==> src/sv/pcmfi_pkg.sv <==
// shared types, register indexes and constants for the pcm linear fade-in block
package pcmfi_pkg;

    localparam int GAIN_FRAC_BITS_DEF = 16;
    localparam int GAIN_W             = 18;
    localparam int SAMPLE_W           = 16;
    localparam int FRAMES_W           = 16;
    localparam int STEP_W             = 17;
    localparam int CFG_INDEX_W        = 2;
    localparam int CFG_DATA_W         = 17;

    typedef enum logic [CFG_INDEX_W-1:0] {
        REG_SAMPLE_16BIT = 2'd0,
        REG_STEREO       = 2'd1,
        REG_FADE_LENGTH  = 2'd2,
        REG_FADE_STEP    = 2'd3
    } cfg_reg_t;

    typedef enum logic {
        OP_FRAME   = 1'b0,
        OP_RESTART = 1'b1
    } op_t;

    typedef struct packed {
        logic                sample_16bit;
        logic                stereo;
        logic [FRAMES_W-1:0] fade_length;
        logic [STEP_W-1:0]   fade_step;
    } cfg_t;

    // ramp update request from the pipeline
    typedef struct packed {
        logic advance;
        logic restart;
    } ramp_ctl_t;

    localparam cfg_t CFG_RESET = '{
        sample_16bit: 1'b1,
        stereo:       1'b1,
        fade_length:  '0,
        fade_step:    STEP_W'(1)
    };

endpackage

==> src/sv/pcmfi_cfg_regs.sv <==
// configuration register file for the fade-in block
module pcmfi_cfg_regs (
    input  logic                               aclk,
    input  logic                               aresetn,
    input  logic                               cfg_valid,
    output logic                               cfg_ready,
    input  logic [pcmfi_pkg::CFG_INDEX_W-1:0]  cfg_index,
    input  logic [pcmfi_pkg::CFG_DATA_W-1:0]   cfg_data,
    output pcmfi_pkg::cfg_t                    cfg
);

    pcmfi_pkg::cfg_t cfg_reg;

    assign cfg_ready = 1'b1;
    assign cfg       = cfg_reg;

    always_ff @(posedge aclk) begin
        if (!aresetn) begin
            cfg_reg <= pcmfi_pkg::CFG_RESET;
        end else if (cfg_valid) begin
            case (pcmfi_pkg::cfg_reg_t'(cfg_index))
                pcmfi_pkg::REG_SAMPLE_16BIT: cfg_reg.sample_16bit <= cfg_data[0];
                pcmfi_pkg::REG_STEREO:       cfg_reg.stereo       <= cfg_data[0];
                pcmfi_pkg::REG_FADE_LENGTH: begin
                    cfg_reg.fade_length <= cfg_data[pcmfi_pkg::FRAMES_W-1:0];
                end
                pcmfi_pkg::REG_FADE_STEP: begin
                    cfg_reg.fade_step <= cfg_data[pcmfi_pkg::STEP_W-1:0];
                end
                default: ;
            endcase
        end
    end

endmodule

==> src/sv/pcmfi_ramp.sv <==
// gain ramp and remaining-frame counter
module pcmfi_ramp #(
    parameter int GAIN_FRAC_BITS = pcmfi_pkg::GAIN_FRAC_BITS_DEF
) (
    input  logic                      aclk,
    input  logic                      aresetn,
    input  pcmfi_pkg::ramp_ctl_t      ctl,
    input  pcmfi_pkg::cfg_t           cfg,
    output logic                      active,
    output logic [GAIN_FRAC_BITS-1:0] gain
);

    logic [pcmfi_pkg::GAIN_W-1:0]   gain_reg, gain_next, gain_sum;
    logic [pcmfi_pkg::FRAMES_W-1:0] frames_reg, frames_next;
    logic                           gain_full;

    assign active = (frames_reg != '0);
    // while active the gain is always below one, so the low bits carry it all
    assign gain   = gain_reg[GAIN_FRAC_BITS-1:0];

    assign gain_sum  = gain_reg + pcmfi_pkg::GAIN_W'(cfg.fade_step);
    assign gain_full = |gain_sum[pcmfi_pkg::GAIN_W-1:GAIN_FRAC_BITS];

    always_comb begin
        gain_next   = gain_reg;
        frames_next = frames_reg;
        if (ctl.advance) begin
            if (ctl.restart) begin
                gain_next   = '0;
                frames_next = cfg.fade_length;
            end else if (active) begin
                gain_next   = gain_sum;
                frames_next = gain_full ? '0 : frames_reg - 1'b1;
            end
        end
    end

    always_ff @(posedge aclk) begin
        if (!aresetn) begin
            gain_reg   <= '0;
            frames_reg <= '0;
        end else begin
            gain_reg   <= gain_next;
            frames_reg <= frames_next;
        end
    end

endmodule

==> src/sv/pcmfi_chan.sv <==
// one channel of the fade: recenter, multiply by the gain, shift back
module pcmfi_chan #(
    parameter int GAIN_FRAC_BITS = pcmfi_pkg::GAIN_FRAC_BITS_DEF
) (
    input  logic signed [pcmfi_pkg::SAMPLE_W-1:0] sample,
    input  logic        [GAIN_FRAC_BITS-1:0]      gain,
    input  logic                                  sample_16bit,
    output logic signed [pcmfi_pkg::SAMPLE_W-1:0] faded
);

    localparam int PROD_W = pcmfi_pkg::SAMPLE_W + GAIN_FRAC_BITS + 1;

    logic signed [pcmfi_pkg::SAMPLE_W-1:0] centered;
    logic signed [GAIN_FRAC_BITS:0]        gain_s;
    logic signed [PROD_W-1:0]              prod;

    // unsigned byte minus 128 is the byte with its top bit flipped
    assign centered = sample_16bit ? sample : {~sample[7], sample[6:0], 8'h00};
    assign gain_s   = {1'b0, gain};
    assign prod     = centered * gain_s;

    always_comb begin
        if (sample_16bit) begin
            faded = prod[GAIN_FRAC_BITS +: pcmfi_pkg::SAMPLE_W];
        end else begin
            // byte result lies in -128..127, adding 128 flips bit 7 back
            faded = {8'h00, ~prod[GAIN_FRAC_BITS + 15], prod[GAIN_FRAC_BITS + 8 +: 7]};
        end
    end

endmodule

==> src/sv/pcm_linear_fade_in.sv <==
// top level of the pcm linear fade-in block
//
//  channel | direction | handshake            | payload
//  s_      | in        | s_valid / s_ready    | s_op, s_left_in, s_right_in
//  m_      | out       | m_valid / m_ready    | m_left_out, m_right_out, m_fade_active
//  cfg_    | in        | cfg_valid / cfg_ready| cfg_index, cfg_data
//
// one frame per cycle sustained while m_ready stays high; an accepted beat passes the
// input register, then one multiply per channel, on its way to the result register.
// ramp state advances as a frame leaves the input register for the result register.
// reset is synchronous and active low; it clears the ramp and loads register defaults.
// a stalled result holds both stages; the input side keeps taking beats until
// the input register is also full. cfg_ready is always high.
module pcm_linear_fade_in #(
    parameter int GAIN_FRAC_BITS = pcmfi_pkg::GAIN_FRAC_BITS_DEF
) (
    input  logic                                  aclk,
    input  logic                                  aresetn,
    input  logic                                  s_valid,
    output logic                                  s_ready,
    input  logic                                  s_op,
    input  logic signed [pcmfi_pkg::SAMPLE_W-1:0] s_left_in,
    input  logic signed [pcmfi_pkg::SAMPLE_W-1:0] s_right_in,
    output logic                                  m_valid,
    input  logic                                  m_ready,
    output logic signed [pcmfi_pkg::SAMPLE_W-1:0] m_left_out,
    output logic signed [pcmfi_pkg::SAMPLE_W-1:0] m_right_out,
    output logic                                  m_fade_active,
    input  logic                                  cfg_valid,
    output logic                                  cfg_ready,
    input  logic [pcmfi_pkg::CFG_INDEX_W-1:0]     cfg_index,
    input  logic [pcmfi_pkg::CFG_DATA_W-1:0]      cfg_data
);

    pcmfi_pkg::cfg_t      cfg;
    pcmfi_pkg::ramp_ctl_t ramp_ctl;

    logic                                  in_valid_reg;
    logic                                  in_op_reg;
    logic signed [pcmfi_pkg::SAMPLE_W-1:0] in_left_reg, in_right_reg;
    logic                                  out_valid_reg;
    logic signed [pcmfi_pkg::SAMPLE_W-1:0] out_left_reg, out_right_reg;
    logic                                  out_active_reg;

    logic signed [pcmfi_pkg::SAMPLE_W-1:0] left_next, right_next;
    logic signed [pcmfi_pkg::SAMPLE_W-1:0] left_faded, right_faded;
    logic                                  active_next;
    logic                                  ramp_active;
    logic [GAIN_FRAC_BITS-1:0]             gain;
    logic                                  out_free, move;

    pcmfi_cfg_regs u_cfg (
        .aclk      (aclk),
        .aresetn   (aresetn),
        .cfg_valid (cfg_valid),
        .cfg_ready (cfg_ready),
        .cfg_index (cfg_index),
        .cfg_data  (cfg_data),
        .cfg       (cfg)
    );

    assign out_free = !out_valid_reg || m_ready;
    assign move     = in_valid_reg && out_free;
    assign s_ready  = !in_valid_reg || out_free;

    assign ramp_ctl.advance = move;
    assign ramp_ctl.restart = (in_op_reg == pcmfi_pkg::OP_RESTART);

    pcmfi_ramp #(.GAIN_FRAC_BITS(GAIN_FRAC_BITS)) u_ramp (
        .aclk    (aclk),
        .aresetn (aresetn),
        .ctl     (ramp_ctl),
        .cfg     (cfg),
        .active  (ramp_active),
        .gain    (gain)
    );

    pcmfi_chan #(.GAIN_FRAC_BITS(GAIN_FRAC_BITS)) u_left (
        .sample       (in_left_reg),
        .gain         (gain),
        .sample_16bit (cfg.sample_16bit),
        .faded        (left_faded)
    );

    pcmfi_chan #(.GAIN_FRAC_BITS(GAIN_FRAC_BITS)) u_right (
        .sample       (in_right_reg),
        .gain         (gain),
        .sample_16bit (cfg.sample_16bit),
        .faded        (right_faded)
    );

    always_comb begin
        if (in_op_reg == pcmfi_pkg::OP_RESTART) begin
            left_next   = '0;
            right_next  = '0;
            active_next = 1'b0;
        end else if (!ramp_active) begin
            left_next   = in_left_reg;
            right_next  = in_right_reg;
            active_next = 1'b0;
        end else begin
            left_next   = left_faded;
            right_next  = cfg.stereo ? right_faded : in_right_reg;
            active_next = 1'b1;
        end
    end

    always_ff @(posedge aclk) begin
        if (!aresetn) begin
            in_valid_reg  <= 1'b0;
            out_valid_reg <= 1'b0;
        end else begin
            if (s_ready) begin
                in_valid_reg <= s_valid;
            end
            if (out_free) begin
                out_valid_reg <= in_valid_reg;
            end
        end
    end

    always_ff @(posedge aclk) begin
        if (s_valid && s_ready) begin
            in_op_reg    <= s_op;
            in_left_reg  <= s_left_in;
            in_right_reg <= s_right_in;
        end
        if (move) begin
            out_left_reg   <= left_next;
            out_right_reg  <= right_next;
            out_active_reg <= active_next;
        end
    end

    assign m_valid       = out_valid_reg;
    assign m_left_out    = out_left_reg;
    assign m_right_out   = out_right_reg;
    assign m_fade_active = out_active_reg;

endmodule

==> config.mk <==
export PLATFORM = sky130hd
export DESIGN_NAME = pcm_linear_fade_in
export DESIGN_NICKNAME = d
export VERILOG_FILES = /design/src/sv/pcmfi_pkg.sv /design/src/sv/pcmfi_cfg_regs.sv /design/src/sv/pcmfi_ramp.sv /design/src/sv/pcmfi_chan.sv /design/src/sv/pcm_linear_fade_in.sv
export SDC_FILE = /design/constraint.sdc
export NUM_CORES = 1
export LEC_CHECK = 0
export BUFFER_PORTS_ARGS = -buffer_cell sky130_fd_sc_hd__buf_2
export CAP_MARGIN = 40
export CORE_AREA = 3 3 245 247
export CTS_CLUSTER_DIAMETER = 200
export CTS_CLUSTER_SIZE = 12
export DETAILED_ROUTE_END_ITERATION = 10
export DIE_AREA = 0 0 248 250
export SETUP_SLACK_MARGIN = 0.02
export SKIP_LAST_GASP = 1
export SYNTH_ARGS = -nofsm -noshare
export SYNTH_HDL_FRONTEND = slang
export SYNTH_SLANG_ARGS = --single-unit
==> constraint.sdc <==
create_clock -name aclk -period 7.2 [get_ports aclk]
set_input_delay 0.72 -clock aclk [delete_from_list [all_inputs] [get_ports aclk]]
set_output_delay 0.72 -clock aclk [all_outputs]
set_load 0.05 [all_outputs]
Yosys cells after proc, flatten, opt, wreduce, memory -nomap -nowiden

Index checks and enable logic that the tools add are counted.
W data, S select, Z words.

Input bits: 57
RAM bits: 0
Logic and storage cells: 53
Latch bits: 0
Memory bits (read-only): 0
Bits in registers: 137
Memories kept: 0

Multiply operators: 2
$add $sub $neg: 2
Muxes and demuxes: 13
Eq/ne operators: 3
Reduce and logical (&&, ||, !) cells: 15
Div/mod/pow operators: 0
Shifts and indexed selects: 0
Bitwise operators: 4
$lt $le $gt $ge: 0

Operator list:

| kind                    | number |
|---|---|
| $mux W16                | 10 |
| $mul A16 B17 Y32        | 2 |
| $mux W18                | 2 |
| $add A18 B17 Y18        | 1 |
| $reduce_bool A16 Y1     | 1 |
| $sub A16 B1 Y16 const B | 1 |
| $reduce_and A2 Y1       | 5 |
| $eq A2 B2 Y1 const B    | 2 |
| $not A1 Y1              | 4 |
| $eq A2 B1 Y1 const B    | 1 |
| $logic_and A1 B1 Y1     | 2 |
| $logic_not A1 Y1        | 2 |
| $logic_not A2 Y1        | 1 |
| $logic_or A1 B1 Y1      | 2 |
| $reduce_bool A2 Y1      | 1 |
| $reduce_or A2 Y1        | 1 |
| $mux W1                 | 1 |

Depth between registers and ports, before layout

Depth in word-level cells: 7
Mapped depth: 28

Modules after synthesis

Synthesis repeated with hierarchy kept, for this count alone.

Cell total of the unflattened synthesis: 2798
Area, all modules: 25110.3 µm²

By module, submodules not included:

| module               | sequential area each (µm²) | cells each | area an instance (µm²) | times used |
|---|---|---|---|---|
| pcmfi_chan (u_left)  | 0.0                        | 1084       | 9137.5                 | 1 |
| pcmfi_chan (u_right) | 0.0                        | 1051       | 8958.6                 | 1 |
| pcm_linear_fade_in   | 2021.9                     | 169        | 2856.5                 | 1 |
| pcmfi_ramp           | 680.7                      | 355        | 2793.9                 | 1 |
| pcmfi_cfg_regs       | 700.7                      | 139        | 1363.8                 | 1 |

Worst setup path before layout

Ideal clock, no wire load.

Path kind: reg-to-reg
Start point: register u_cfg.cfg[34] (netlist name)
End point: register out_right_reg, in the netlist m_right_out[7] (data pin)
Buffers on the path: 6
Library setup time: 0.272 ns
Stages on the path, launching flop included: 27
Data arrival time: 6.791 ns
Setup slack: 0.138 ns
Cells stage by stage: dfxtp_1 > buf_2 > buf_2 > buf_2 > clkbuf_1 > buf_1 > clkbuf_1 > nand3_1 > fa_1 > inv_1 > fa_1 > fa_1 > fa_1 > fa_1 > inv_1 > fa_1 > inv_1 > ha_1 > nand2_1 > nor4_1 > nand4_1 > o31ai_1 > o41ai_2 > mux2i_1 > a21oi_1 > a211oi_1 > a211oi_1

Cells in the longest elaborated chain, start to end: 6

Ends and longest elaborated chain:

| item                 | RTL line                  | RTL |
|---|---|---|
| $mux W16             | pcmfi_chan.sv:18          | `assign centered = sample_16bit ? sample : {~sample[7], sample[6:0], 8'h00};` |
| $mul A16 B17 Y32     | pcmfi_chan.sv:20          | `assign prod = centered * gain_s;` |
| $not A1 Y1           | pcmfi_chan.sv:27          | `faded = {8'h00, ~prod[GAIN_FRAC_BITS + 15], prod[GAIN_FRAC_BITS + 8 +: 7]};` |
| $mux W16 (*)         | pcmfi_chan.sv:23          | `if (sample_16bit) begin` |
| $mux W16 (*)         | pcm_linear_fade_in.sv:103 | `right_next = cfg.stereo ? right_faded : in_right_reg;` |
| $mux W16 (*)         | pcm_linear_fade_in.sv:97  | `end else if (!ramp_active) begin` |
| end signal, assigned | pcm_linear_fade_in.sv:130 | `out_right_reg <= right_next;` |
| end, declared        | pcm_linear_fade_in.sv:42  | `logic signed [pcmfi_pkg::SAMPLE_W-1:0] out_left_reg, out_right_reg;` |

Mark *: on every way between the ends. The rest lies on a longest branch, timed or not.
A chain may end at the register's enable or synchronous reset.

Worst setup path after layout

Start point: register u_cfg.cfg[34] (netlist name)
End point: register out_right_reg, in the netlist m_right_out[1] (data pin)

Cells in the longest elaborated chain, start to end: 5

Ends and longest elaborated chain:

| item             | RTL line |
|---|---|
| $mux W16         | pcmfi_chan.sv:18 |
| $mul A16 B17 Y32 | pcmfi_chan.sv:20 |
| $mux W16 (*)     | pcmfi_chan.sv:23 |
| $mux W16 (*)     | pcm_linear_fade_in.sv:103 |
| $mux W16 (*)     | pcm_linear_fade_in.sv:97 |

Marked as above.

==> flow_metrics.tcl <==
set metrics [dict create \
    grt_pass1_vias 18800 \
    routed_via_density 5.23 \
    finalWeightedCongestion 0.898 \
    insertion_delay_ns 0.44 \
    fin_cells 3408 \
    switching_share_pct 38.3 \
    vias 17800 \
    finalInstanceArea_mm2 0.0253 \
    max_freq_mhz 144 \
    setup_viol 0 \
    grtUsageTotal_pct 20.3 \
    tightest_slew_ns 0.826 \
    ys_top_cells_by_area "fa_1 33%, ha_1 13%, edfxtp_1 8.5%" \
    synth_top_family_by_area "adder cells" \
    clk_path_buf_depth 2 \
    drive_above_1_share_pct 9.80 \
    reg2reg_from "u_cfg.cfg[34]$_SDFFE_PN1P_" \
    cts_sinks 137 \
    grt_max_degree 66 \
    combPwrFrac_pct 33.8 \
    start_util_pct 40.1 \
    io_buffers 91 \
    post-synth-top-area-cell "fa_1" \
    internal-power_mw 1.65 \
    slew_headroom_pct 44.7 \
    synth_ff_type "dfxtp_1" \
    synth_xor_area_share_pct 1.89 \
    worstSetupPathType "reg2reg" \
    netlist_area_mm2 0.0232 \
    hp-class "in2reg" \
    fin_util_pct 43.8 \
    cts-root-buf "clkbuf_16" \
    post_drt_wl_per_cell_um 18.0 \
    hold-path-cell-count 1 \
    grtUsageMet1_pct 27.9 \
    layout_commonest_cell "inv_1" \
    drt_iter0_markers 1196 \
    placed_area_mm2 0.0247 \
    gr-usage-met2_pct 34.0 \
    synth-compound-area-share_pct 7.66 \
    r2r_cells 21 \
    synth_fa_ha_area_share_pct 46.7 \
    cts_max_level 4 \
    cp_max_fo 16 \
    async_flop_share_pct 0 \
    rsz0062_at_grt "false" \
    cellPowerDensity_mw_per_mm2 106 \
    cts_made_buffers 17 \
    r2r_end "m_right_out[1]$_SDFFCE_PP0P_" \
    crit_top_cell "fa_1" \
    critPathSlowestCell "mux2_2" \
    cts.reportedPaths.clkPinSlew_ns 0.07 \
    slowest_delay_ns 0.56 \
    most-common-layout-cells "508 x inv_1, 387 x fa_1, 348 x nand2_1, 246 x ha_1, 141 x and3_1" \
    drv_slew 0 \
    overflow 0 \
    reg2reg_setup_slack_ns 0.27 \
    critPathArrivalTime_ns 7.19 \
    outcome "finished clean" \
    grt_antenna_before_repair 1 \
    ys_seq_elements 137 \
    row_count 88 \
    grt_pass1_wl_um 100000 \
    cts_tree "built" \
    critical_path.cell_chain "mux2_2 > and2_1 > fa_1 > fa_1 > fa_1 > fa_1 > fa_1 > inv_1 > fa_1 > inv_1 > ha_1 > a21oi_1 > o21bai_1 > a211oi_1 > o21ai_1 > a221oi_1 > buf_4 > o21bai_1 > xor2_1 > mux2i_1 > a211oi_1" \
    switching_power_mw 1.02 \
    area_delta_synth_final_pct 9.03 \
    dieArea_mm2 0.0620 \
    postSynthAreaPerCell_um2 9.01 \
    fin_skew_ns 0.0140 \
    core_area_mm2 0.0578 \
    start_kind "flop" \
    p_clk_share_pct 31.6 \
    hold_path.startpoint "s_right_in[4]" \
    dp.cells 3375 \
    gr-max-usage-layer "met2" \
    largest_reg_flops 35 \
    endpoint_kind "flop" \
    hold_end "in_right_reg[4]$_DFFE_PP_" \
    ir_worst_vdd_mv 0.149 \
    routed_wl_um 61500 \
    critical_path_required_ns 7.46 \
    synth.distinct_cells 79 \
    synthSimpleGateAreaFrac_pct 17.4 \
    die_w_um 248 \
    cellLeakagePower_nw 12.9 \
    synth_top_area_share_pct 33.4 \
    seqPwrFrac_pct 34.6 \
    antenna_cells 0 \
    use_met3_pct 3.01 \
    synth_mux_area_share_pct 1.02 \
    firstDrtPassIters 5 \
    hpwl_um 49700 \
    syn_inst 2576 \
    fin_setup_tns_ns 0 \
    synth_edf_count 66 \
    nets 3320 \
    maxCapViolCount 0 \
    post-route-period-util_pct 96.3 \
    synth-seq-area-share_pct 14.7 \
    hold_viol 0 \
    antenna_left 0 \
    synth_fp_nets 3266 \
    ios 93 \
    yosys_warnings 0 \
    drc_errors 0 \
    die_h_um 250 \
    finalCriticalPeriod_ns 6.93 \
]
Yosys cell counts, types with 5 or more instances:
master and number:
a211oi_1 15, a21o_1 13, a21oi_1 94, a22o_1 8, a22oi_1 21, a31oi_1 6
a32oi_1 6, and2_1 118, and3_1 141, buf_2 10, clkbuf_1 117, dfxtp_1 71
edfxtp_1 66, fa_1 387, ha_1 246, inv_1 508, mux2_2 14, mux2i_1 8
nand2_1 348, nand2b_1 13, nand3_1 29, nand4_1 11, nor2_1 91, nor2b_1 7
nor3_1 25, nor4_1 5, o21a_1 8, o21ai_0 26, o21ai_1 6, o21bai_1 7
o22ai_1 11, or2_2 11, or3_1 8, xnor2_1 36, xor2_1 14
metal layers:
| layer | up-vias | routed length [µm] |
|---|---|---|
| met2 | 591 | 29400 |
| met5 | - | 0 |
| met3 | 73 | 3770 |
| li1 | 8222 | - |
| met1 | 8932 | 27300 |
| met4 | 0 | 1030 |
metrics by stage:
step / power (mW) / worst slack [ns] / hold WS [ns]
global route: 2.83 / 0.0287 / 0.424
floorplan: 1.57 / 0.138 / 0.432
CTS: 2.69 / 0.123 / 0.424
detailed placement: 1.83 / 0.172 / 0.445
global placement: 1.82 / 0.246 / 0.438
finish: 2.67 / 0.268 / 0.447
cell type report:
type / instances / area [µm²]
well taps: 765 / 957
flip-flops and latches: 137 / 3410
multi-input cells: 1793 / 17400
fillers: 5682 / 32500
clock buffers: 17 / 425
clock inverters: 15 / 128
repair buffers: 172 / 1110
inverters: 509 / 1910
power by group through the flow:
stage | Combinational [mW] | Clock [mW] | Sequential, mW
finish | 0.902 | 0.843 | 0.924
detailed placement | 0.892 | 0 | 0.939
floorplan | 0.569 | 0 | 0.998
global placement | 0.877 | 0 | 0.940
global route | 1.00 | 0.893 | 0.928
CTS | 0.903 | 0.861 | 0.924
worst max-delay path by stage:
stage                               startpoint                            to  depth (start not counted)
detailed placement  u_cfg.cfg[34]$_SDFFE_PN1P_   m_left_out[7]$_SDFFCE_PP0P_                         22
CTS                 u_cfg.cfg[34]$_SDFFE_PN1P_   m_left_out[7]$_SDFFCE_PP0P_                         22
global route        u_cfg.cfg[34]$_SDFFE_PN1P_   m_left_out[6]$_SDFFCE_PP0P_                         22
global placement    u_cfg.cfg[34]$_SDFFE_PN1P_  m_right_out[3]$_SDFFCE_PP0P_                         19
floorplan           u_cfg.cfg[34]$_SDFFE_PN1P_  m_right_out[7]$_SDFFCE_PP0P_                         26
finish              u_cfg.cfg[34]$_SDFFE_PN1P_  m_right_out[1]$_SDFFCE_PP0P_                         21
kinds of logic after synthesis:
family	after synthesis
buffers and inverters	646
multiplexers	22
adder cells (fa/ha/maj)	633
other	1
AO/OA/AOI/OAI	264
flip-flops	137
AND/OR/NAND/NOR	823
XOR/XNOR	50
repair_timing:
item                                   4_1_cts  5_1_grt
endpoints found under the hold margin        0        0
setup buffers                                0        1
hold buffers                                 0        0
setup endpoints to repair                    0       21
resized for setup                            0       15
critical path, delay by kind of cell (launching register included):
kind	cells	cell delay, ns
xor gates and xnor gates	1	0.29
AOI/OAI and AO/OA	7	1.41
DFF	1	0.50
adders and majority gates	7	3.30
and+or+nand+nor	1	0.26
muxes	2	0.69
buffers and inverters	3	0.28
Note: power is estimated with default switching activity, not from simulation.
